--- src/hw/rtl/assert_macros.svh ---
// Assertion macros used by the top level of the gesture detector.
// No dependencies; the macro bodies are left empty when SYNTH is defined.
`ifndef ASSERT_MACROS_SVH
`define ASSERT_MACROS_SVH

`ifndef SYNTH

// Hold prop at every rising clock edge outside reset.
`define ASSERT_ALWAYS(lbl, clk, rst_n, prop, msg) \
    lbl: assert property (@(posedge clk) disable iff (!rst_n) (prop)) else $error(msg);

// Flag expr as illegal at every rising clock edge outside reset.
`define ASSERT_NEVER(lbl, clk, rst_n, expr, msg) \
    lbl: assert property (@(posedge clk) disable iff (!rst_n) !(expr)) else $error(msg);

`else

`define ASSERT_ALWAYS(lbl, clk, rst_n, prop, msg)
`define ASSERT_NEVER(lbl, clk, rst_n, expr, msg)

`endif

`endif

--- src/hw/rtl/thgg_pkg.sv ---
// Shared types and constants of the two-hand gripper gesture detector.
// No dependencies; imported by every module of the block.
`default_nettype none

package thgg_pkg;

    localparam int CFG_W    = 16;
    localparam int APB_DW   = 32;
    localparam int APB_AW   = 5;
    localparam int TS_W     = 32;
    localparam int VEC_W    = 48;
    localparam int DIST_W   = 34;
    localparam int SQ_THR_W = 2 * CFG_W;

    // Slave tdata layout, lowest bits first
    localparam int TS_LSB        = 0;
    localparam int LNORM_LSB     = TS_LSB + TS_W;
    localparam int RNORM_LSB     = LNORM_LSB + VEC_W;
    localparam int LPOS_LSB      = RNORM_LSB + VEC_W;
    localparam int RPOS_LSB      = LPOS_LSB + VEC_W;
    localparam int S_TDATA_W     = RPOS_LSB + VEC_W;

    // Master tdata: armed, open, close, zone, distance squared, pad to bytes
    localparam int M_FIELDS_W    = 3 + 2 + DIST_W;
    localparam int M_TDATA_W     = ((M_FIELDS_W + 7) / 8) * 8;
    localparam int M_PAD_W       = M_TDATA_W - M_FIELDS_W;

    typedef logic [1:0] t_zone;
    localparam t_zone ZONE_UNKNOWN = 2'd0;
    localparam t_zone ZONE_OPEN    = 2'd1;
    localparam t_zone ZONE_CLOSE   = 2'd2;
    localparam t_zone ZONE_NEUTRAL = 2'd3;

    typedef logic [2:0] t_reg_idx;
    localparam t_reg_idx REG_FACING_DOT_LIMIT = 3'd0;
    localparam t_reg_idx REG_HOLD_TIME_MS     = 3'd1;
    localparam t_reg_idx REG_OPEN_DISTANCE    = 3'd2;
    localparam t_reg_idx REG_CLOSE_DISTANCE   = 3'd3;
    localparam t_reg_idx REG_NEUTRAL_LOW      = 3'd4;
    localparam t_reg_idx REG_NEUTRAL_HIGH     = 3'd5;
    localparam t_reg_idx REG_COOLDOWN_MS      = 3'd6;

    localparam logic [CFG_W-1:0] RST_FACING_DOT_LIMIT = CFG_W'(-11469);
    localparam logic [CFG_W-1:0] RST_HOLD_TIME_MS     = CFG_W'(300);
    localparam logic [CFG_W-1:0] RST_OPEN_DISTANCE    = CFG_W'(2000);
    localparam logic [CFG_W-1:0] RST_CLOSE_DISTANCE   = CFG_W'(800);
    localparam logic [CFG_W-1:0] RST_NEUTRAL_LOW      = CFG_W'(1100);
    localparam logic [CFG_W-1:0] RST_NEUTRAL_HIGH     = CFG_W'(1700);
    localparam logic [CFG_W-1:0] RST_COOLDOWN_MS      = CFG_W'(500);

    // Live settings, distance thresholds already squared
    typedef struct packed {
        logic [CFG_W-1:0]    facing_dot_limit;
        logic [CFG_W-1:0]    hold_time_ms;
        logic [SQ_THR_W-1:0] open_sq;
        logic [SQ_THR_W-1:0] close_sq;
        logic [SQ_THR_W-1:0] nlow_sq;
        logic [SQ_THR_W-1:0] nhigh_sq;
        logic [CFG_W-1:0]    cooldown_ms;
    } t_cfg;

    // Stage control: adv loads the stage, vld marks a live transaction
    typedef struct packed {
        logic adv;
        logic vld;
    } t_pipe_ctrl;

endpackage

`default_nettype wire

--- src/hw/rtl/thgg_geom.sv ---
// Multiplier stage: per-axis normal products and squared position differences.
// Depends on thgg_pkg; one registered lane per axis.
`default_nettype none

module thgg_geom #(
    parameter int COORD_BITS = 16,
    parameter int TIME_BITS  = 32
) (
    input  logic                              i_clk,
    input  logic                              i_load,
    input  logic                              i_both,
    input  logic [TIME_BITS-1:0]              i_now,
    input  logic [thgg_pkg::VEC_W-1:0]        i_left_normal,
    input  logic [thgg_pkg::VEC_W-1:0]        i_right_normal,
    input  logic [thgg_pkg::VEC_W-1:0]        i_left_position,
    input  logic [thgg_pkg::VEC_W-1:0]        i_right_position,
    output logic                              o_both,
    output logic [TIME_BITS-1:0]              o_now,
    output logic signed [2*COORD_BITS-1:0]    o_dot_term [3],
    output logic [2*COORD_BITS:0]             o_sq_term  [3]
);
    import thgg_pkg::*;

    localparam int EXT_W  = (3 * COORD_BITS > VEC_W) ? 3 * COORD_BITS : VEC_W;
    localparam int PROD_W = 2 * COORD_BITS;
    localparam int DIFF_W = COORD_BITS + 1;
    localparam int DSQ_W  = 2 * DIFF_W;
    localparam int SQ_W   = 2 * COORD_BITS + 1;

    logic [EXT_W-1:0] ln_ext;
    logic [EXT_W-1:0] rn_ext;
    logic [EXT_W-1:0] lp_ext;
    logic [EXT_W-1:0] rp_ext;
    logic             r_both;
    logic [TIME_BITS-1:0] r_now;

    // Components beyond the packed field read as zero
    assign ln_ext = EXT_W'(i_left_normal);
    assign rn_ext = EXT_W'(i_right_normal);
    assign lp_ext = EXT_W'(i_left_position);
    assign rp_ext = EXT_W'(i_right_position);

    for (genvar k = 0; k < 3; k++) begin : g_lane
        logic signed [COORD_BITS-1:0] ln_c;
        logic signed [COORD_BITS-1:0] rn_c;
        logic signed [COORD_BITS-1:0] lp_c;
        logic signed [COORD_BITS-1:0] rp_c;
        logic signed [DIFF_W-1:0]     diff;
        logic signed [DSQ_W-1:0]      diff_sq;
        logic signed [PROD_W-1:0]     r_dot;
        logic [SQ_W-1:0]              r_sq;

        assign ln_c    = ln_ext[k*COORD_BITS +: COORD_BITS];
        assign rn_c    = rn_ext[k*COORD_BITS +: COORD_BITS];
        assign lp_c    = lp_ext[k*COORD_BITS +: COORD_BITS];
        assign rp_c    = rp_ext[k*COORD_BITS +: COORD_BITS];
        assign diff    = DIFF_W'(lp_c) - DIFF_W'(rp_c);
        assign diff_sq = DSQ_W'(diff) * DSQ_W'(diff);

        always_ff @(posedge i_clk) begin
            if (i_load) begin
                r_dot <= PROD_W'(ln_c) * PROD_W'(rn_c);
                r_sq  <= diff_sq[SQ_W-1:0];
            end
        end

        assign o_dot_term[k] = r_dot;
        assign o_sq_term[k]  = r_sq;
    end

    always_ff @(posedge i_clk) begin
        if (i_load) begin
            r_both <= i_both;
            r_now  <= i_now;
        end
    end

    assign o_both = r_both;
    assign o_now  = r_now;

endmodule

`default_nettype wire

--- config.mk ---
export PLATFORM = sky130hd
export DESIGN_NAME = thgg_geom
export DESIGN_NICKNAME = d
export VERILOG_FILES = /design/src/hw/rtl/assert_macros.svh /design/src/hw/rtl/thgg_pkg.sv /design/src/hw/rtl/thgg_geom.sv
export SDC_FILE = /design/constraint.sdc
export NUM_CORES = 2
export LEC_CHECK = 0
export ABC_AREA = 1
export BUFFER_PORTS_ARGS = -buffer_cell sky130_fd_sc_hd__buf_2
export CORE_AREA = 3 3 381 383
export CTS_BUF_LIST = sky130_fd_sc_hd__clkbuf_2 sky130_fd_sc_hd__clkbuf_4 sky130_fd_sc_hd__clkbuf_8
export DETAILED_ROUTE_END_ITERATION = 7
export DIE_AREA = 0 0 384 386
export PLACE_DENSITY = 0.67
export SYNTH_ARGS = -nofsm -noshare
export SYNTH_HDL_FRONTEND = slang
export SYNTH_SLANG_ARGS = --single-unit
--- constraint.sdc ---
create_clock -name i_clk -period 11.28 [get_ports i_clk]
set_input_delay 1.692 -clock i_clk [delete_from_list [all_inputs] [get_ports i_clk]]
set_output_delay 1.692 -clock i_clk [all_outputs]
set_load 0.02 [all_outputs]
==> results summary <==
The run finished with clean final reports. Once the floorplan was initialized, standard cells occupied 50.0% of the core. In this run the cell area of the synthesized design comes to 70900 um^2. The final instance area came out at 76000 um^2. For this run, the top clock speed supported by timing is 0.113 GHz. The fraction of the yosys area taken by sequential cells is 9.53%. In this run the worst hold path is classified as input port to flip-flop. The total vias in the final route is 54931. The number of antenna violations at the first check in global routing is 5.

The dominant delay contributor by cell family on the critical path is adder cells. The number of setup buffers added after CTS is 0. Among all stages on the critical path, the largest delay is contributed by sky130_fd_sc_hd__a21oi_1. The via count of the first global-routing pass came out at 59889.

The data required time at the worst endpoint is 11.74 ns. The floorplan step defined a die boundary enclosing 148000 um^2. The count of buffer and inverter cells on the critical path is 8. Of the cells placed in the final design, the portion with a size suffix greater than 1 is 7.30%. The total wirelength of the detailed-routed design came out at 191000 um. The number of synthesized register bits is 225. The total of buffers placed on input and output ports came out at 451. The most numerous cell type found on the critical path is sky130_fd_sc_hd__nand2_1.

The standard cell area after detailed placement came out at 74900 um^2. The total overflow reported by the global router is 0. The clock slew seen by the registers of the worst setup and hold paths is 0.07 ns. The congestion estimate from routability-driven global placement came to 0.935.

The number of endpoints with negative hold slack in the final report came out at 0. The layout net count is 11219. The most used flip-flop cell after synthesis is sky130_fd_sc_hd__edfxtp_1. The number of H-tree levels came out at 2. The routed via count divided by cell count is 5.08. The number of buffers added to fix hold violations after cts came out at 0. The post-cts sizing count came out at 0. The proportion of synthesized flip-flops having asynchronous set or reset is 0%.

Setup repair after global routing left no endpoint under its margin. The library cell used most frequently in the layout, excluding fill and tap cells, is sky130_fd_sc_hd__inv_1. The top cell types in the final layout, fill and taps aside, are 2506 x sky130_fd_sc_hd__inv_1, 1941 x sky130_fd_sc_hd__nand2_1, 1583 x sky130_fd_sc_hd__fa_1. Clock tree synthesis selected as its root buffer the cell sky130_fd_sc_hd__clkbuf_8. In this run the worst path has a maximum fanout of 13.

The critical path in this run is classified as input port to flip-flop. The number of cells produced by synthesis is 8556. Yosys printed 0 warnings. The worst stage delay on the critical path is 0.71 ns. The count of flip-flops with a built-in enable after synthesis came out at 225. Dividing the synthesized area by the synthesized cell count gives 8.28 um^2. The core footprint is 142000 um^2.

The maximum number of pins on one net before global-route repair is 78. The total clock sinks came out at 225. The worst path arrival time came out at 9.29 ns. After routing, the total negative slack on setup checks comes to 0 ns. The number of max-cap violations came out at 0. For this run, the detailed router's first-pass iteration total came to 8. The final routed wire length divided by cell count came out at 17.6 um.

The maximum buffer depth of the clock tree came out at 3. For the pin with the worst max-slew slack, the measured transition is 1.13 ns. The I/O pin total came out at 455. The cell count of the worst hold path is 1.

The relative area change from synthesis to final layout came out at 7.19%. The type of destination of the critical path is a flip-flop. The total clock buffers created by CTS came out at 48. The final setup violation count came out at 0.

The floorplan step set the die width to 384 um. The worst path uses 78.2% of the clock period. The max-slew violation count is 0. The headroom to the max-slew limit is 24.7%. The placed wire-length estimate after detailed placement is 162000 um.

The height of the chip is 386 um. STA classifies the critical path startpoint as an input port. The total routing usage reported by global routing came out at 26.9%. In this run the core area contains 138 standard-cell rows. The number of routed nets with antenna violations is 0. The wire length of the first global-routing pass came out at 315000 um.

After detailed routing, the number of remaining DRC violations is 0. The final critical-path required period is 8.83 ns. The critical path crosses 30 cells after its start point. The count of cell types in the netlist is 41. The violation count after the first detailed-route iteration came out at 3491. TritonCTS built the clock tree.
-- per-stage QoR --
| step | util (%) | std cells | hold WS, ns | worst slack (ns) |
|---|---|---|---|---|
| after global routing | 53.6 | 10808 | 1.12 | 1.94 |
| after global placement | 52.8 | 10722 | 1.87 | 1.85 |
| after floorplan | - | 8558 | 1.79 | 3.14 |
| after CTS | 53.6 | 10806 | 1.08 | 2.59 |
| after detailed placement | 52.8 | 10722 | 1.87 | 1.82 |
| final | 53.6 | 10809 | 1.17 | 2.45 |
-- worst paths after layout --
path           startpoint            endpoint  slack (ns)
max   i_left_position[34]  g_lane[2].r_sq[32]        2.45
min             i_now[18]           o_now[18]        1.17
-- cell families after synthesis --
logic type | Yosys count | synth area share (%)
and+or+nand+nor | 2901 | 16.4
buffers and inverters | 2738 | 14.7
adders and majority gates | 2110 | 54.0
AOI/OAI and AO/OA | 410 | 3.11
DFF | 225 | 9.53
xor gates and xnor gates | 171 | 2.26
other | 1 | 0.00529
-- flip-flops by register name (all words and copies together) (netlist names) --
signal        flops
o_now            32
g_lane.r_sq      96
o_both            1
g_lane.r_dot     96
-- layer usage --
| layer | track usage [%] | wire [um] |
|---|---|---|
| met1 | 37.2 | 82100 |
| met2 | 44.6 | 90300 |
| met3 | 3.27 | 12200 |
| met4 | 7.65 | 5880 |
| met5 | 0 | 0 |
-- final cells by class --
type                    instances  area, um^2
repair buffers                485        2520
clock buffers                  56         727
well taps                    1890        2360
inverters                    2527        9490
diodes                          3        7.51
fillers                     13372       65800
flip-flops and latches        225        6760
clock inverters                28         359
multi-input cells            5595       53700
-- cells in the mapped netlist (48+ instances only) --
cell                       instances  area, um^2
sky130_fd_sc_hd__a21oi_1         226        1130
sky130_fd_sc_hd__clkbuf_1        166         623
sky130_fd_sc_hd__edfxtp_1        225        6760
sky130_fd_sc_hd__fa_1           1583       31700
sky130_fd_sc_hd__ha_1            527        6590
sky130_fd_sc_hd__inv_1          2506        9410
sky130_fd_sc_hd__nand2_1        1941        7290
sky130_fd_sc_hd__nand3_1         223        1120
sky130_fd_sc_hd__nand4_1          62         388
sky130_fd_sc_hd__nor2_1          552        2070
sky130_fd_sc_hd__o21ai_0         121         606
sky130_fd_sc_hd__or2_2            48         300
sky130_fd_sc_hd__xor2_1          126        1100
Power is left out: the tool's default activity adds up to more than one toggle a clock period on the data nets, which glitch-free logic cannot reach.
