## src/hw/rtl/assert_macros.svh

```systemverilog
// Assertion macros used by the top level of the gesture detector.
// No dependencies; the macro bodies are left empty when SYNTH is defined.
`ifndef ASSERT_MACROS_SVH
`define ASSERT_MACROS_SVH

`ifndef SYNTH

// Hold prop at every rising clock edge outside reset.
`define ASSERT_ALWAYS(lbl, clk, rst_n, prop, msg) \
    lbl: assert property (@(posedge clk) disable iff (!rst_n) (prop)) else $error(msg);

// Flag expr as illegal at every rising clock edge outside reset.
`define ASSERT_NEVER(lbl, clk, rst_n, expr, msg) \
    lbl: assert property (@(posedge clk) disable iff (!rst_n) !(expr)) else $error(msg);

`else

`define ASSERT_ALWAYS(lbl, clk, rst_n, prop, msg)
`define ASSERT_NEVER(lbl, clk, rst_n, expr, msg)

`endif

`endif

```

## src/hw/rtl/thgg_pkg.sv

```systemverilog
// Shared types and constants of the two-hand gripper gesture detector.
// No dependencies; imported by every module of the block.
`default_nettype none

package thgg_pkg;

    localparam int CFG_W    = 16;
    localparam int APB_DW   = 32;
    localparam int APB_AW   = 5;
    localparam int TS_W     = 32;
    localparam int VEC_W    = 48;
    localparam int DIST_W   = 34;
    localparam int SQ_THR_W = 2 * CFG_W;

    // Slave tdata layout, lowest bits first
    localparam int TS_LSB        = 0;
    localparam int LNORM_LSB     = TS_LSB + TS_W;
    localparam int RNORM_LSB     = LNORM_LSB + VEC_W;
    localparam int LPOS_LSB      = RNORM_LSB + VEC_W;
    localparam int RPOS_LSB      = LPOS_LSB + VEC_W;
    localparam int S_TDATA_W     = RPOS_LSB + VEC_W;

    // Master tdata: armed, open, close, zone, distance squared, pad to bytes
    localparam int M_FIELDS_W    = 3 + 2 + DIST_W;
    localparam int M_TDATA_W     = ((M_FIELDS_W + 7) / 8) * 8;
    localparam int M_PAD_W       = M_TDATA_W - M_FIELDS_W;

    typedef logic [1:0] t_zone;
    localparam t_zone ZONE_UNKNOWN = 2'd0;
    localparam t_zone ZONE_OPEN    = 2'd1;
    localparam t_zone ZONE_CLOSE   = 2'd2;
    localparam t_zone ZONE_NEUTRAL = 2'd3;

    typedef logic [2:0] t_reg_idx;
    localparam t_reg_idx REG_FACING_DOT_LIMIT = 3'd0;
    localparam t_reg_idx REG_HOLD_TIME_MS     = 3'd1;
    localparam t_reg_idx REG_OPEN_DISTANCE    = 3'd2;
    localparam t_reg_idx REG_CLOSE_DISTANCE   = 3'd3;
    localparam t_reg_idx REG_NEUTRAL_LOW      = 3'd4;
    localparam t_reg_idx REG_NEUTRAL_HIGH     = 3'd5;
    localparam t_reg_idx REG_COOLDOWN_MS      = 3'd6;

    localparam logic [CFG_W-1:0] RST_FACING_DOT_LIMIT = CFG_W'(-11469);
    localparam logic [CFG_W-1:0] RST_HOLD_TIME_MS     = CFG_W'(300);
    localparam logic [CFG_W-1:0] RST_OPEN_DISTANCE    = CFG_W'(2000);
    localparam logic [CFG_W-1:0] RST_CLOSE_DISTANCE   = CFG_W'(800);
    localparam logic [CFG_W-1:0] RST_NEUTRAL_LOW      = CFG_W'(1100);
    localparam logic [CFG_W-1:0] RST_NEUTRAL_HIGH     = CFG_W'(1700);
    localparam logic [CFG_W-1:0] RST_COOLDOWN_MS      = CFG_W'(500);

    // Live settings, distance thresholds already squared
    typedef struct packed {
        logic [CFG_W-1:0]    facing_dot_limit;
        logic [CFG_W-1:0]    hold_time_ms;
        logic [SQ_THR_W-1:0] open_sq;
        logic [SQ_THR_W-1:0] close_sq;
        logic [SQ_THR_W-1:0] nlow_sq;
        logic [SQ_THR_W-1:0] nhigh_sq;
        logic [CFG_W-1:0]    cooldown_ms;
    } t_cfg;

    // Stage control: adv loads the stage, vld marks a live transaction
    typedef struct packed {
        logic adv;
        logic vld;
    } t_pipe_ctrl;

endpackage

`default_nettype wire

```

## src/hw/rtl/thgg_cfg.sv

```systemverilog
// APB register file of the gesture detector, with squared distance thresholds.
// Depends on thgg_pkg.
`default_nettype none

module thgg_cfg (
    input  logic                          i_clk,
    input  logic                          i_rst_n,
    input  logic                          psel,
    input  logic                          penable,
    input  logic                          pwrite,
    input  logic [thgg_pkg::APB_AW-1:0]   paddr,
    input  logic [thgg_pkg::APB_DW-1:0]   pwdata,
    output logic [thgg_pkg::APB_DW-1:0]   prdata,
    output logic                          pready,
    output thgg_pkg::t_cfg                o_cfg
);
    import thgg_pkg::*;

    logic [CFG_W-1:0]    r_facing_dot_limit;
    logic [CFG_W-1:0]    r_hold_time_ms;
    logic [CFG_W-1:0]    r_open_distance;
    logic [CFG_W-1:0]    r_close_distance;
    logic [CFG_W-1:0]    r_neutral_low;
    logic [CFG_W-1:0]    r_neutral_high;
    logic [CFG_W-1:0]    r_cooldown_ms;
    logic [SQ_THR_W-1:0] r_open_sq;
    logic [SQ_THR_W-1:0] r_close_sq;
    logic [SQ_THR_W-1:0] r_nlow_sq;
    logic [SQ_THR_W-1:0] r_nhigh_sq;
    logic                wr_en;
    t_reg_idx            reg_idx;
    logic [CFG_W-1:0]    wr_val;
    logic [CFG_W-1:0]    rd_val;

    assign pready  = 1'b1;
    assign wr_en   = psel & penable & pwrite;
    assign reg_idx = paddr[APB_AW-1:2];
    assign wr_val  = pwdata[CFG_W-1:0];

    always_ff @(posedge i_clk) begin
        if (!i_rst_n) begin
            r_facing_dot_limit <= RST_FACING_DOT_LIMIT;
            r_hold_time_ms     <= RST_HOLD_TIME_MS;
            r_open_distance    <= RST_OPEN_DISTANCE;
            r_close_distance   <= RST_CLOSE_DISTANCE;
            r_neutral_low      <= RST_NEUTRAL_LOW;
            r_neutral_high     <= RST_NEUTRAL_HIGH;
            r_cooldown_ms      <= RST_COOLDOWN_MS;
        end else if (wr_en) begin
            case (reg_idx)
                REG_FACING_DOT_LIMIT: r_facing_dot_limit <= wr_val;
                REG_HOLD_TIME_MS:     r_hold_time_ms     <= wr_val;
                REG_OPEN_DISTANCE:    r_open_distance    <= wr_val;
                REG_CLOSE_DISTANCE:   r_close_distance   <= wr_val;
                REG_NEUTRAL_LOW:      r_neutral_low      <= wr_val;
                REG_NEUTRAL_HIGH:     r_neutral_high     <= wr_val;
                REG_COOLDOWN_MS:      r_cooldown_ms      <= wr_val;
                default: ;
            endcase
        end
    end

    // Square the thresholds in a register stage behind the setting registers
    always_ff @(posedge i_clk) begin
        r_open_sq  <= SQ_THR_W'(r_open_distance)  * SQ_THR_W'(r_open_distance);
        r_close_sq <= SQ_THR_W'(r_close_distance) * SQ_THR_W'(r_close_distance);
        r_nlow_sq  <= SQ_THR_W'(r_neutral_low)    * SQ_THR_W'(r_neutral_low);
        r_nhigh_sq <= SQ_THR_W'(r_neutral_high)   * SQ_THR_W'(r_neutral_high);
    end

    always_comb begin
        case (reg_idx)
            REG_FACING_DOT_LIMIT: rd_val = r_facing_dot_limit;
            REG_HOLD_TIME_MS:     rd_val = r_hold_time_ms;
            REG_OPEN_DISTANCE:    rd_val = r_open_distance;
            REG_CLOSE_DISTANCE:   rd_val = r_close_distance;
            REG_NEUTRAL_LOW:      rd_val = r_neutral_low;
            REG_NEUTRAL_HIGH:     rd_val = r_neutral_high;
            REG_COOLDOWN_MS:      rd_val = r_cooldown_ms;
            default:              rd_val = '0;
        endcase
    end

    assign prdata = APB_DW'(rd_val);

    assign o_cfg.facing_dot_limit = r_facing_dot_limit;
    assign o_cfg.hold_time_ms     = r_hold_time_ms;
    assign o_cfg.open_sq          = r_open_sq;
    assign o_cfg.close_sq         = r_close_sq;
    assign o_cfg.nlow_sq          = r_nlow_sq;
    assign o_cfg.nhigh_sq         = r_nhigh_sq;
    assign o_cfg.cooldown_ms      = r_cooldown_ms;

endmodule

`default_nettype wire

```

## config.mk

```make
export PLATFORM = sky130hd
export DESIGN_NAME = thgg_cfg
export DESIGN_NICKNAME = d
export VERILOG_FILES = /design/src/hw/rtl/assert_macros.svh /design/src/hw/rtl/thgg_pkg.sv /design/src/hw/rtl/thgg_cfg.sv
export SDC_FILE = /design/constraint.sdc
export NUM_CORES = 2
export LEC_CHECK = 0
export BUFFER_PORTS_ARGS = -buffer_cell sky130_fd_sc_hd__buf_2
export CORE_UTILIZATION = 30
export DETAILED_ROUTE_END_ITERATION = 8
export PLACE_DENSITY = 0.54
export SETUP_SLACK_MARGIN = 0.3
export SLEW_MARGIN = 20
export SYNTH_ARGS = -nofsm -noshare
export SYNTH_HDL_FRONTEND = slang
export SYNTH_SLANG_ARGS = --single-unit
```

## constraint.sdc

```tcl
create_clock -name i_clk -period 6.7 [get_ports i_clk]
set_input_delay 1.34 -clock i_clk [delete_from_list [all_inputs] [get_ports i_clk]]
set_output_delay 1.34 -clock i_clk [all_outputs]
set_load 0.005 [all_outputs]
```

==> results.yml <==
timing:
  fmax_mhz: 163
  skew_ps: 18.7
  setup_violations: 0
  fin_tns_setup_ps: 0
  period_share_pct: 91.5
  grt_setup_unrepaired: "false"
  slew_viol_final: 0
  period_minus_slack_ps: 6130
  tightest_slew_ps: 1150
  hold_viol: 0
  max-slew-margin-rel_pct: 23.2
setup_path:
  path_class: "reg -> reg"
  arrival_ps: 6610
  worstSetupEndpointType: "flop"
  cp.required_ps: 7180
  path_max_fanout: 6
  cp-start-kind: "flop"
layout:
  finalNetCount: 5492
  layout.cells.non_filler: 6047
  synthToLayoutAreaGrowth_pct: 13.2
  area.sequential_mm2: 0.00477
  final_area_mm2: 0.0417
  fill_cells: 12800
  drive_above_1_share_pct: 11.4
  finish.utilization_pct: 34.3
  multi_input_area_mm2: 0.0278
pwr:
  finalPower_uw: 4840
  ir_drop_mv: 0.181
  p_per_area_mw_per_mm2: 116
  leakagePower_uw: 0.0228
global_route:
  overflow: 0
  grt_pass1_wl_um: 163000
  grt_pass1_vias: 28900
  track_usage_pct: 16.8
  grt_max_degree: 113
  antenna_found_initial: 12
clock_tree:
  cts_root_buf: "clkbuf_16"
  path_clk_slew_ps: 60
  cts_tree: "built"
  clock_latency_ps: 600
  htreeDepth: 2
  numClockSinks: 236
  clk_path_buf_depth: 3
  cts_buffers: 34
drt:
  vias: 27500
  antenna_left: 0
  wl_per_cell_um: 16.8
  drc_errors: 0
  drt_wl_total_um: 102000
  routed_via_density: 4.55
  drt_iter0_drc: 1423
  first_pass_iters: 5
floorplan:
  initial_core_util_pct: 30.3
  ioPinCount: 251
  die_x_um: 352
  die-area_mm2: 0.124
  fp.dieH_um: 352
  rows: 128
  core_area_mm2: 0.122
yosys:
  ys_seq_area_share_pct: 12.8
  yosysUniqueCellTypes: 76
  async_reset_ff_share_pct: 0
  syn_avg_cell_area_um2: 8.86
  ys_seq_elements: 236
  synthFlopType: "dfxtp_1"
  yosysWarnings: 0
  synth_enable_flop_cells: 0
  syn_inst: 4158
  synth.cell_area_mm2: 0.0368
run:
  maxCapViolCount: 0
placed_design:
  dp.cells: 5984
  io_buffers: 211
  gp_congestion: 0.860
  place_area_mm2: 0.0404
  dp_hpwl_um: 84700
status:
  status: "completed"
min_path:
  hp-class: "reg -> reg"
## kinds of logic (layout without fill, tap and decap cells)
kind of cell	count (synthesis)	count (layout)	synth area share (%)
flops	236	236	12.8
fa+ha+maj	1054	1054	49.0
buf+inv	1176	1418	12.2
mux	38	38	1.19
compound gates	472	472	8.70
xor+xnor	143	143	3.40
other cells	2	24	0.0204
simple gates	1037	1037	12.7
## synthesized netlist by cell type, types with 3 or more instances
master	instances	share of area [%]
a2111oi_0	3	0.071
a211oi_1	8	0.16
a21boi_0	76	1.5
a21boi_1	3	0.061
a21o_1	58	1.2
a21oi_1	124	1.7
a22o_1	7	0.17
a22oi_1	12	0.24
a311oi_1	3	0.071
a31o_2	10	0.24
a31oi_1	19	0.32
and2_1	159	2.7
and3_1	12	0.20
buf_1	5	0.051
buf_4	21	0.43
clkbuf_1	145	1.5
dfxtp_1	236	13
fa_1	648	35
ha_1	406	14
inv_1	1004	10
mux2_2	17	0.52
mux2i_1	18	0.49
mux4_2	3	0.18
nand2_1	560	5.7
nand2b_1	13	0.22
nand3_1	59	0.80
nand3b_1	3	0.061
nand4_1	13	0.22
nor2_1	148	1.5
nor2b_1	29	0.49
nor3_1	11	0.15
nor3b_1	3	0.061
o211ai_1	16	0.33
o21a_1	11	0.22
o21ai_0	54	0.73
o21ai_1	3	0.041
o21bai_1	21	0.43
o221ai_1	6	0.14
o31ai_1	6	0.12
or2_2	13	0.22
or3_1	4	0.068
xnor2_1	101	2.4
xor2_1	42	1.0
## per-stage QoR
stage	hold slack (ps)	setup slack [ps]
after global routing	512	304
after floorplan	374	766
after CTS	483	305
after detailed placement	476	262
final	483	572
after global placement	465	297
## worst max-delay path, cell delays in order, from the launching register on
cell	delay, ps
dfxtp_1	330
buf_4	170
and2_1	170
fa_1	530
inv_1	50
fa_1	540
inv_1	60
fa_1	480
fa_1	500
fa_1	490
inv_1	50
fa_1	500
inv_1	50
ha_1	350
a21o_1	190
a211oi_2	280
o21ai_2	140
buf_4	170
a31oi_1	250
o21bai_2	120
a41oi_2	260
o21ai_0	160
xnor2_1	150
## power by group
part | internal, uW | leakage [uW] | switching (uW)
logic | 555 | 0.0203 | 760
clock network | 1180 | 0.000570 | 784
registers | 1520 | 0.00193 | 41.0
total | 3250 | 0.0228 | 1580
## layout by cell type (no fill, tap or decap), drive strengths merged, types with 101 or more instances in the layout
master,n
and2,159
inv,1009
fa,648
nor2,148
nand2,560
buf,355
a21oi,125
xnor2,101
ha,406
dfxtp,236
## repair_timing
action,in CTS,in global routing
setup endpoints to repair,5,28
hold buffers,0,0
gates cloned,0,0
buffers inserted,0,1
resized for setup,3,43
pin swaps,0,6
## per-layer routing
layer	track usage [%]	share of wire [%]	wire length [um]
met3	5.07	9.0	9190
met1	23.3	46	46400
met2	25.6	43	43900
met4	3.78	2.0	2020
met5	0.962	0.25	254
## worst paths after layout
kind / startpoint / endpoint / slack [ps] / cells past startpoint
hold reg to reg: r_cooldown_ms[1] / r_cooldown_ms[1] / 480 / 2
setup / recovery: r_neutral_low[3] / r_nlow_sq[31] / 570 / 22
hold / removal: r_cooldown_ms[1] / r_cooldown_ms[1] / 480 / 2
setup reg to reg: r_neutral_low[3] / r_nlow_sq[31] / 570 / 22
## layout make-up
type / instances / share of cell area, %
clock buffer: 42 / 2.21
clock inverter: 17 / 0.588
sequential: 236 / 11.4
antenna: 3 / 0.0180
inverter: 1004 / 9.04
tap: 1625 / 4.88
multi-input combinational: 2765 / 66.6
timing repair buffer: 355 / 5.19
## state kept, by name, summed over array words and instances (netlist names)
| signal | cells |
|---|---|
| r_facing_dot_limit | 16 |
| r_open_distance | 16 |
| r_nlow_sq | 31 |
| r_close_distance | 16 |
| r_open_sq | 31 |
| r_neutral_high | 16 |
| r_close_sq | 31 |
| r_nhigh_sq | 31 |
| r_hold_time_ms | 16 |
| r_cooldown_ms | 16 |
| r_neutral_low | 16 |
Power figures use the tool's default switching activity.
