[src/hw/rtl/assert_macros.svh]
// Assertion macros used by the top level of the gesture detector.
// No dependencies; the macro bodies are left empty when SYNTH is defined.
`ifndef ASSERT_MACROS_SVH
`define ASSERT_MACROS_SVH

`ifndef SYNTH

// Hold prop at every rising clock edge outside reset.
`define ASSERT_ALWAYS(lbl, clk, rst_n, prop, msg) \
    lbl: assert property (@(posedge clk) disable iff (!rst_n) (prop)) else $error(msg);

// Flag expr as illegal at every rising clock edge outside reset.
`define ASSERT_NEVER(lbl, clk, rst_n, expr, msg) \
    lbl: assert property (@(posedge clk) disable iff (!rst_n) !(expr)) else $error(msg);

`else

`define ASSERT_ALWAYS(lbl, clk, rst_n, prop, msg)
`define ASSERT_NEVER(lbl, clk, rst_n, expr, msg)

`endif

`endif

[src/hw/rtl/thgg_pkg.sv]
// Shared types and constants of the two-hand gripper gesture detector.
// No dependencies; imported by every module of the block.
`default_nettype none

package thgg_pkg;

    localparam int CFG_W    = 16;
    localparam int APB_DW   = 32;
    localparam int APB_AW   = 5;
    localparam int TS_W     = 32;
    localparam int VEC_W    = 48;
    localparam int DIST_W   = 34;
    localparam int SQ_THR_W = 2 * CFG_W;

    // Slave tdata layout, lowest bits first
    localparam int TS_LSB        = 0;
    localparam int LNORM_LSB     = TS_LSB + TS_W;
    localparam int RNORM_LSB     = LNORM_LSB + VEC_W;
    localparam int LPOS_LSB      = RNORM_LSB + VEC_W;
    localparam int RPOS_LSB      = LPOS_LSB + VEC_W;
    localparam int S_TDATA_W     = RPOS_LSB + VEC_W;

    // Master tdata: armed, open, close, zone, distance squared, pad to bytes
    localparam int M_FIELDS_W    = 3 + 2 + DIST_W;
    localparam int M_TDATA_W     = ((M_FIELDS_W + 7) / 8) * 8;
    localparam int M_PAD_W       = M_TDATA_W - M_FIELDS_W;

    typedef logic [1:0] t_zone;
    localparam t_zone ZONE_UNKNOWN = 2'd0;
    localparam t_zone ZONE_OPEN    = 2'd1;
    localparam t_zone ZONE_CLOSE   = 2'd2;
    localparam t_zone ZONE_NEUTRAL = 2'd3;

    typedef logic [2:0] t_reg_idx;
    localparam t_reg_idx REG_FACING_DOT_LIMIT = 3'd0;
    localparam t_reg_idx REG_HOLD_TIME_MS     = 3'd1;
    localparam t_reg_idx REG_OPEN_DISTANCE    = 3'd2;
    localparam t_reg_idx REG_CLOSE_DISTANCE   = 3'd3;
    localparam t_reg_idx REG_NEUTRAL_LOW      = 3'd4;
    localparam t_reg_idx REG_NEUTRAL_HIGH     = 3'd5;
    localparam t_reg_idx REG_COOLDOWN_MS      = 3'd6;

    localparam logic [CFG_W-1:0] RST_FACING_DOT_LIMIT = CFG_W'(-11469);
    localparam logic [CFG_W-1:0] RST_HOLD_TIME_MS     = CFG_W'(300);
    localparam logic [CFG_W-1:0] RST_OPEN_DISTANCE    = CFG_W'(2000);
    localparam logic [CFG_W-1:0] RST_CLOSE_DISTANCE   = CFG_W'(800);
    localparam logic [CFG_W-1:0] RST_NEUTRAL_LOW      = CFG_W'(1100);
    localparam logic [CFG_W-1:0] RST_NEUTRAL_HIGH     = CFG_W'(1700);
    localparam logic [CFG_W-1:0] RST_COOLDOWN_MS      = CFG_W'(500);

    // Live settings, distance thresholds already squared
    typedef struct packed {
        logic [CFG_W-1:0]    facing_dot_limit;
        logic [CFG_W-1:0]    hold_time_ms;
        logic [SQ_THR_W-1:0] open_sq;
        logic [SQ_THR_W-1:0] close_sq;
        logic [SQ_THR_W-1:0] nlow_sq;
        logic [SQ_THR_W-1:0] nhigh_sq;
        logic [CFG_W-1:0]    cooldown_ms;
    } t_cfg;

    // Stage control: adv loads the stage, vld marks a live transaction
    typedef struct packed {
        logic adv;
        logic vld;
    } t_pipe_ctrl;

endpackage

`default_nettype wire

[src/hw/rtl/thgg_decide.sv]
// Decision stage: facing timer, zone classing, impulse firing and result register.
// Depends on thgg_pkg; holds all frame-to-frame state of the detector.
`default_nettype none

module thgg_decide #(
    parameter int COORD_BITS = 16,
    parameter int TIME_BITS  = 32
) (
    input  logic                              i_clk,
    input  logic                              i_rst_n,
    input  thgg_pkg::t_pipe_ctrl              i_ctrl,
    input  thgg_pkg::t_cfg                    i_cfg,
    input  logic                              i_both,
    input  logic [TIME_BITS-1:0]              i_now,
    input  logic signed [2*COORD_BITS-1:0]    i_dot_term [3],
    input  logic [2*COORD_BITS:0]             i_sq_term  [3],
    output logic                              o_armed,
    output logic                              o_open_impulse,
    output logic                              o_close_impulse,
    output thgg_pkg::t_zone                   o_zone,
    output logic                              o_distance_valid,
    output logic [thgg_pkg::DIST_W-1:0]       o_distance_squared
);
    import thgg_pkg::*;

    localparam int DOT_W = 2 * COORD_BITS + 2;
    localparam int SUM_W = 2 * COORD_BITS + 3;
    localparam int ALIGN = 2 * COORD_BITS - 18;
    localparam int CMP_W = 64;
    localparam logic [CMP_W-1:0] DIST_MAX = (CMP_W'(1) << DIST_W) - CMP_W'(1);

    logic                     r_facing_valid;
    logic [TIME_BITS-1:0]     r_facing_start;
    t_zone                    r_prev_zone;
    logic                     r_fired_valid;
    logic [TIME_BITS-1:0]     r_last_fire;
    logic                     r_armed;
    logic                     r_open;
    logic                     r_close;
    t_zone                    r_zone;
    logic                     r_dvalid;
    logic [DIST_W-1:0]        r_dsq;

    logic                     n_facing_valid;
    logic [TIME_BITS-1:0]     n_facing_start;
    logic                     n_fired_valid;
    logic [TIME_BITS-1:0]     n_last_fire;

    logic signed [DOT_W-1:0]  dot;
    logic signed [CFG_W-1:0]  limit;
    logic signed [DOT_W-1:0]  limit_ext;
    logic [SUM_W-1:0]         dsq;
    logic [CMP_W-1:0]         dsq_cmp;
    logic                     facing;
    logic [TIME_BITS-1:0]     start_eff;
    logic [TIME_BITS-1:0]     held_for;
    logic [TIME_BITS-1:0]     since_fire;
    logic                     armed;
    logic                     cool_ok;
    t_zone                    zone_cls;
    t_zone                    zone;
    logic                     fire_open;
    logic                     fire_close;
    logic [DIST_W-1:0]        dsq_sat;
    logic                     commit;

    assign dot = DOT_W'(i_dot_term[0]) + DOT_W'(i_dot_term[1]) + DOT_W'(i_dot_term[2]);
    assign dsq = SUM_W'(i_sq_term[0]) + SUM_W'(i_sq_term[1]) + SUM_W'(i_sq_term[2]);
    assign dsq_cmp = CMP_W'(dsq);

    // Bring the Q1.14 limit to the scale of the product sum
    assign limit     = i_cfg.facing_dot_limit;
    assign limit_ext = DOT_W'(limit) <<< ALIGN;
    assign facing    = dot < limit_ext;

    assign start_eff  = r_facing_valid ? r_facing_start : i_now;
    assign held_for   = i_now - start_eff;
    assign armed      = i_both && facing &&
                        (CMP_W'(held_for) >= CMP_W'(i_cfg.hold_time_ms));

    assign since_fire = i_now - r_last_fire;
    assign cool_ok    = !r_fired_valid ||
                        (CMP_W'(since_fire) > CMP_W'(i_cfg.cooldown_ms));

    // Fixed test order: open, close, neutral
    always_comb begin
        if (dsq_cmp > CMP_W'(i_cfg.open_sq)) begin
            zone_cls = ZONE_OPEN;
        end else if (dsq_cmp < CMP_W'(i_cfg.close_sq)) begin
            zone_cls = ZONE_CLOSE;
        end else if (dsq_cmp > CMP_W'(i_cfg.nlow_sq) && dsq_cmp < CMP_W'(i_cfg.nhigh_sq)) begin
            zone_cls = ZONE_NEUTRAL;
        end else begin
            zone_cls = ZONE_UNKNOWN;
        end
    end

    assign zone       = armed ? zone_cls : ZONE_UNKNOWN;
    assign fire_open  = armed && cool_ok && (zone == ZONE_OPEN) &&
                        (r_prev_zone == ZONE_NEUTRAL || r_prev_zone == ZONE_CLOSE);
    assign fire_close = armed && cool_ok && (zone == ZONE_CLOSE) &&
                        (r_prev_zone == ZONE_NEUTRAL || r_prev_zone == ZONE_OPEN);

    assign dsq_sat = (dsq_cmp > DIST_MAX) ? '1 : DIST_W'(dsq);

    assign n_facing_valid = i_both && facing;
    assign n_facing_start = (i_both && facing && !r_facing_valid) ? i_now : r_facing_start;
    assign n_fired_valid  = r_fired_valid || fire_open || fire_close;
    assign n_last_fire    = (fire_open || fire_close) ? i_now : r_last_fire;

    assign commit = i_ctrl.adv && i_ctrl.vld;

    always_ff @(posedge i_clk) begin
        if (!i_rst_n) begin
            r_facing_valid <= 1'b0;
            r_facing_start <= '0;
            r_prev_zone    <= ZONE_UNKNOWN;
            r_fired_valid  <= 1'b0;
            r_last_fire    <= '0;
        end else if (commit) begin
            r_facing_valid <= n_facing_valid;
            r_facing_start <= n_facing_start;
            r_prev_zone    <= zone;
            r_fired_valid  <= n_fired_valid;
            r_last_fire    <= n_last_fire;
        end
    end

    always_ff @(posedge i_clk) begin
        if (i_ctrl.adv) begin
            r_armed  <= armed;
            r_open   <= fire_open;
            r_close  <= fire_close;
            r_zone   <= zone;
            r_dvalid <= i_both;
            r_dsq    <= i_both ? dsq_sat : '0;
        end
    end

    assign o_armed            = r_armed;
    assign o_open_impulse     = r_open;
    assign o_close_impulse    = r_close;
    assign o_zone             = r_zone;
    assign o_distance_valid   = r_dvalid;
    assign o_distance_squared = r_dsq;

endmodule

`default_nettype wire

[config.mk]
export PLATFORM = sky130hd
export DESIGN_NAME = thgg_decide
export DESIGN_NICKNAME = d
export VERILOG_FILES = /design/src/hw/rtl/assert_macros.svh /design/src/hw/rtl/thgg_pkg.sv /design/src/hw/rtl/thgg_decide.sv
export SDC_FILE = /design/constraint.sdc
export NUM_CORES = 1
export LEC_CHECK = 0
export ABC_CLOCK_PERIOD_IN_PS = 11700
export BUFFER_PORTS_ARGS = -buffer_cell sky130_fd_sc_hd__buf_2
export CAP_MARGIN = 20
export CORE_AREA = 2 2 179 181
export DETAILED_ROUTE_END_ITERATION = 7
export DIE_AREA = 0 0 181 183
export PLACE_DENSITY_LB_ADDON = 0.3
export RECOVER_POWER = 50
export SLEW_MARGIN = 20
export SYNTH_ARGS = -nofsm -noshare
export SYNTH_HDL_FRONTEND = slang
export SYNTH_SLANG_ARGS = --single-unit
[constraint.sdc]
create_clock -name i_clk -period 11.7 [get_ports i_clk]
set_clock_uncertainty 0.1 [all_clocks]
set_input_delay 1.755 -clock i_clk [delete_from_list [all_inputs] [get_ports i_clk]]
set_output_delay 1.755 -clock i_clk [all_outputs]
set_load 0.01 [all_outputs]
==> results_dict.tcl <==
set metrics [dict create \
    cts_buffers 9 \
    seq_area_sq_um 2560 \
    syn_area_per_cell_sq_um 8.25 \
    grt_pass1_vias 16500 \
    route.detailed.drc 6 \
    critical_path_arrival_ns 8.57 \
    numPortBuffers 447 \
    hold_depth 2 \
    synth_mux_area_share_pct 6.02 \
    required_ns 11.88 \
    synth_top_family_by_area "adder cells" \
    wl_mm 54.4 \
    powerDensity_nw_per_um2 117 \
    synth_ff_type "dfxtp_1" \
    cts.sinks 108 \
    hold_path.class "register to register" \
    final_max_slew_viol_count 114 \
    yosysSeqAreaShare_pct 15.2 \
    yosysMostFrequentCell "ha_1" \
    drtAntennaViolNets 0 \
    synth_common_cells "ha_1 (303), inv_1 (279), nand2_1 (150)" \
    grt_pass1_wl_mm 86.3 \
    postCtsSetupBuffers 0 \
    cap_violations 3 \
    cts_resized 0 \
    drt_iter0_markers 1211 \
    synth_fa_ha_area_share_pct 30.4 \
    slew_headroom_pct -95.7 \
    multi_input_area_sq_um 13000 \
    gp_congestion 0.985 \
    utilization_pct 62.9 \
    synthCells 2043 \
    detail_route.first_pass.iterations 8 \
    dieHeight_um 183 \
    grt_max_degree 101 \
    hold_viol_final 0 \
    grt_overflow 0 \
    clock_latency_ns 0.36 \
    synth_edf_count 40 \
    setup_tns_ns 0 \
    synthArstFlopShare_pct 0 \
    cts_hold_buf 0 \
    netlist_area_sq_um 16900 \
    clock_path_buffers 2 \
    setup-violations-final 0 \
    fmax_ghz 0.119 \
    failed_checks "DRC, capacitance limit, slew limit" \
    ys_types 81 \
    leakage_uw 0.00972 \
    crit_path_max_incr_delay_ns 0.64 \
    reg2reg_to "r_fired_valid$_SDFFE_PN0P_" \
    peakVddDrop_uv 89.1 \
    rsz0062_at_grt "no" \
    cts_tree "done" \
    coreArea_sq_um 31200 \
    die_w_um 181 \
    status "finished, violations left" \
    holdPathEnd "r_last_fire[9]$_SDFFE_PN0P_" \
    nNetsFinal 3234 \
    antenna_found_initial 11 \
    ys_seq_elements 108 \
    period_share_pct 71.7 \
    vias 16700 \
    avgViaCountPerCell 5.81 \
    cpMaxStageDelayCell "o31ai_1" \
    dp_hpwl_mm 46.2 \
    r2r_slack_ns 5.25 \
    fillCellCount 2815 \
    htree_levels 3 \
    hp-start "r_last_fire[9]$_SDFFE_PN0P_" \
    io_pins 448 \
    post-route-min-period_ns 8.38 \
    grt_use_total_pct 32.6 \
    clk_pin_slew_ns 0.08 \
    wl_per_cell_um 18.9 \
    post-place-ws_ns 3.19 \
    synth-xor-area-share_pct 4.15 \
    start_kind "primary input" \
    r2r-start "r_facing_valid$_SDFFE_PN0P_" \
    synth_compound_area_share_pct 21.3 \
    worst_slack_ns 3.32 \
    yosysTopAreaCell "ha_1" \
    r2r_cells 24 \
    timing.hold.ws_ns 0.362 \
    initial_core_util_pct 54.0 \
    critPathKind "primary input to register" \
    drive_above_1_share_pct 18.7 \
    crit_fanout 33 \
    netlist.area_leader.share_pct 22.5 \
    crit_top_cell "a21oi_1" \
    tightest_slew_ns 2.93 \
    synth_fp_nets 2821 \
    synth-simple-area-share_pct 15.2 \
    cts-root-buf "clkbuf_16" \
    dieArea_sq_um 33100 \
    synth_area_leaders "ha_1 (22%), dfxtp_1 (8.1%), fa_1 (8.0%), edfxtp_1 (7.1%), inv_1 (6.2%)" \
    num_rows 65 \
    area_delta_synth_final_pct 16.5 \
    yosysWarnings 0 \
    worstSetupEndpointType "register" \
]
## worst max-delay path: cells and delay by family
family,cells,cell delay [ns]
and+or+nand+nor,5,0.61
xor gates and xnor gates,1,0.26
muxes,1,0.27
AOI/OAI and AO/OA,14,3.49
adders and majority gates,4,1.30
buffers and inverters,6,0.85
## where the power goes
| group | switching, uW | internal (uW) | total, uW |
|---|---|---|---|
| clock network | 161 | 155 | 316 |
| registers | 12.8 | 430 | 443 |
| logic | 905 | 645 | 1550 |
## worst max path at each step
stage               slack, ns    startpoint  cells past startpoint                      endpoint
finish                   3.32  i_sq_term[1]                     31   r_last_fire[0]$_SDFFE_PN0P_
global route             2.88  i_sq_term[1]                     31   r_last_fire[7]$_SDFFE_PN0P_
CTS                      3.55  i_sq_term[1]                     31   r_last_fire[0]$_SDFFE_PN0P_
detailed placement       3.19  i_sq_term[1]                     31   r_last_fire[0]$_SDFFE_PN0P_
global placement         3.42  i_sq_term[1]                     30   r_last_fire[3]$_SDFFE_PN0P_
floorplan                4.27  i_sq_term[1]                     29  r_last_fire[10]$_SDFFE_PN0P_
## per-stage QoR
| step | instance area [sq um] | power (uW) | std cells |
|---|---|---|---|
| after global routing | 19700 | 2500 | 2870 |
| after floorplan | 16900 | 1510 | 2043 |
| after CTS | 19700 | 2300 | 2863 |
| after detailed placement | 19400 | 1970 | 2847 |
| after global placement | 19400 | 1910 | 2847 |
| final | 19700 | 2310 | 2871 |
## state kept, by name, indices dropped and copies added, names as in the netlist
signal / cells
r_last_fire: 32
o_distance_valid: 1
o_zone: 2
o_open_impulse: 1
o_distance_squared: 34
r_prev_zone: 2
r_facing_start: 32
r_facing_valid: 1
o_armed: 1
r_fired_valid: 1
o_close_impulse: 1
## per-layer routing
layer / part of all wire (%) / global-route usage, % / up-vias
li1: - / - / 8081
met1: 42 / 41.1 / 7820
met2: 48 / 58.3 / 669
met3: 6.4 / 4.19 / 96
met4: 2.9 / 9.98 / 8
met5: 0.083 / 0 / -
## cells in the final DEF (no fill, tap or decap), types with 7 or more instances in the layout
cell type	synthesis	routed
or2_2	7	7
ha_1	303	303
a31oi_1	8	8
o21a_1	63	63
and2_1	13	12
a2111oi_0	9	9
a211o_1	7	7
diode_2	0	8
xnor2_1	51	51
dfxtp_1	68	67
nand4_1	38	38
inv_1	279	279
and3_1	13	13
nand2_1	150	150
nand2b_1	19	19
fa_1	67	67
nor4_1	8	8
o21bai_1	14	14
a211oi_1	23	23
buf_2	0	406
nor2b_1	58	58
nor2_1	107	107
edfxtp_1	40	40
clkbuf_1	38	43
clkbuf_16	0	9
a21o_1	64	64
xor2_1	29	29
o2111ai_1	7	7
a21oi_1	145	145
o211ai_1	20	20
nor3_1	40	40
mux2i_1	98	98
nand3_1	40	40
o21ai_0	99	99
o31ai_1	13	13
## cell families (layout without fill, tap and decap cells)
family                   Yosys count  count (layout)
AO/OA/AOI/OAI                    535             535
adder cells (fa/ha/maj)          370             370
AND/OR/NAND/NOR                  519             519
other                              0               8
buffers and inverters            330             748
XOR/XNOR                          80              80
flip-flops                       108             108
multiplexers                     101             101
## layout make-up
cell class,count,share of cell area [%]
Antenna cell,8,0.102
Clock buffer,10,1.22
Clock inverter,6,0.280
Inverter,280,5.35
Multi-Input combinational cell,1605,66.2
Sequential cell,108,13.0
Tap cell,402,2.56
Timing Repair Buffer,452,11.3
(Power assumes the default switching activity.)
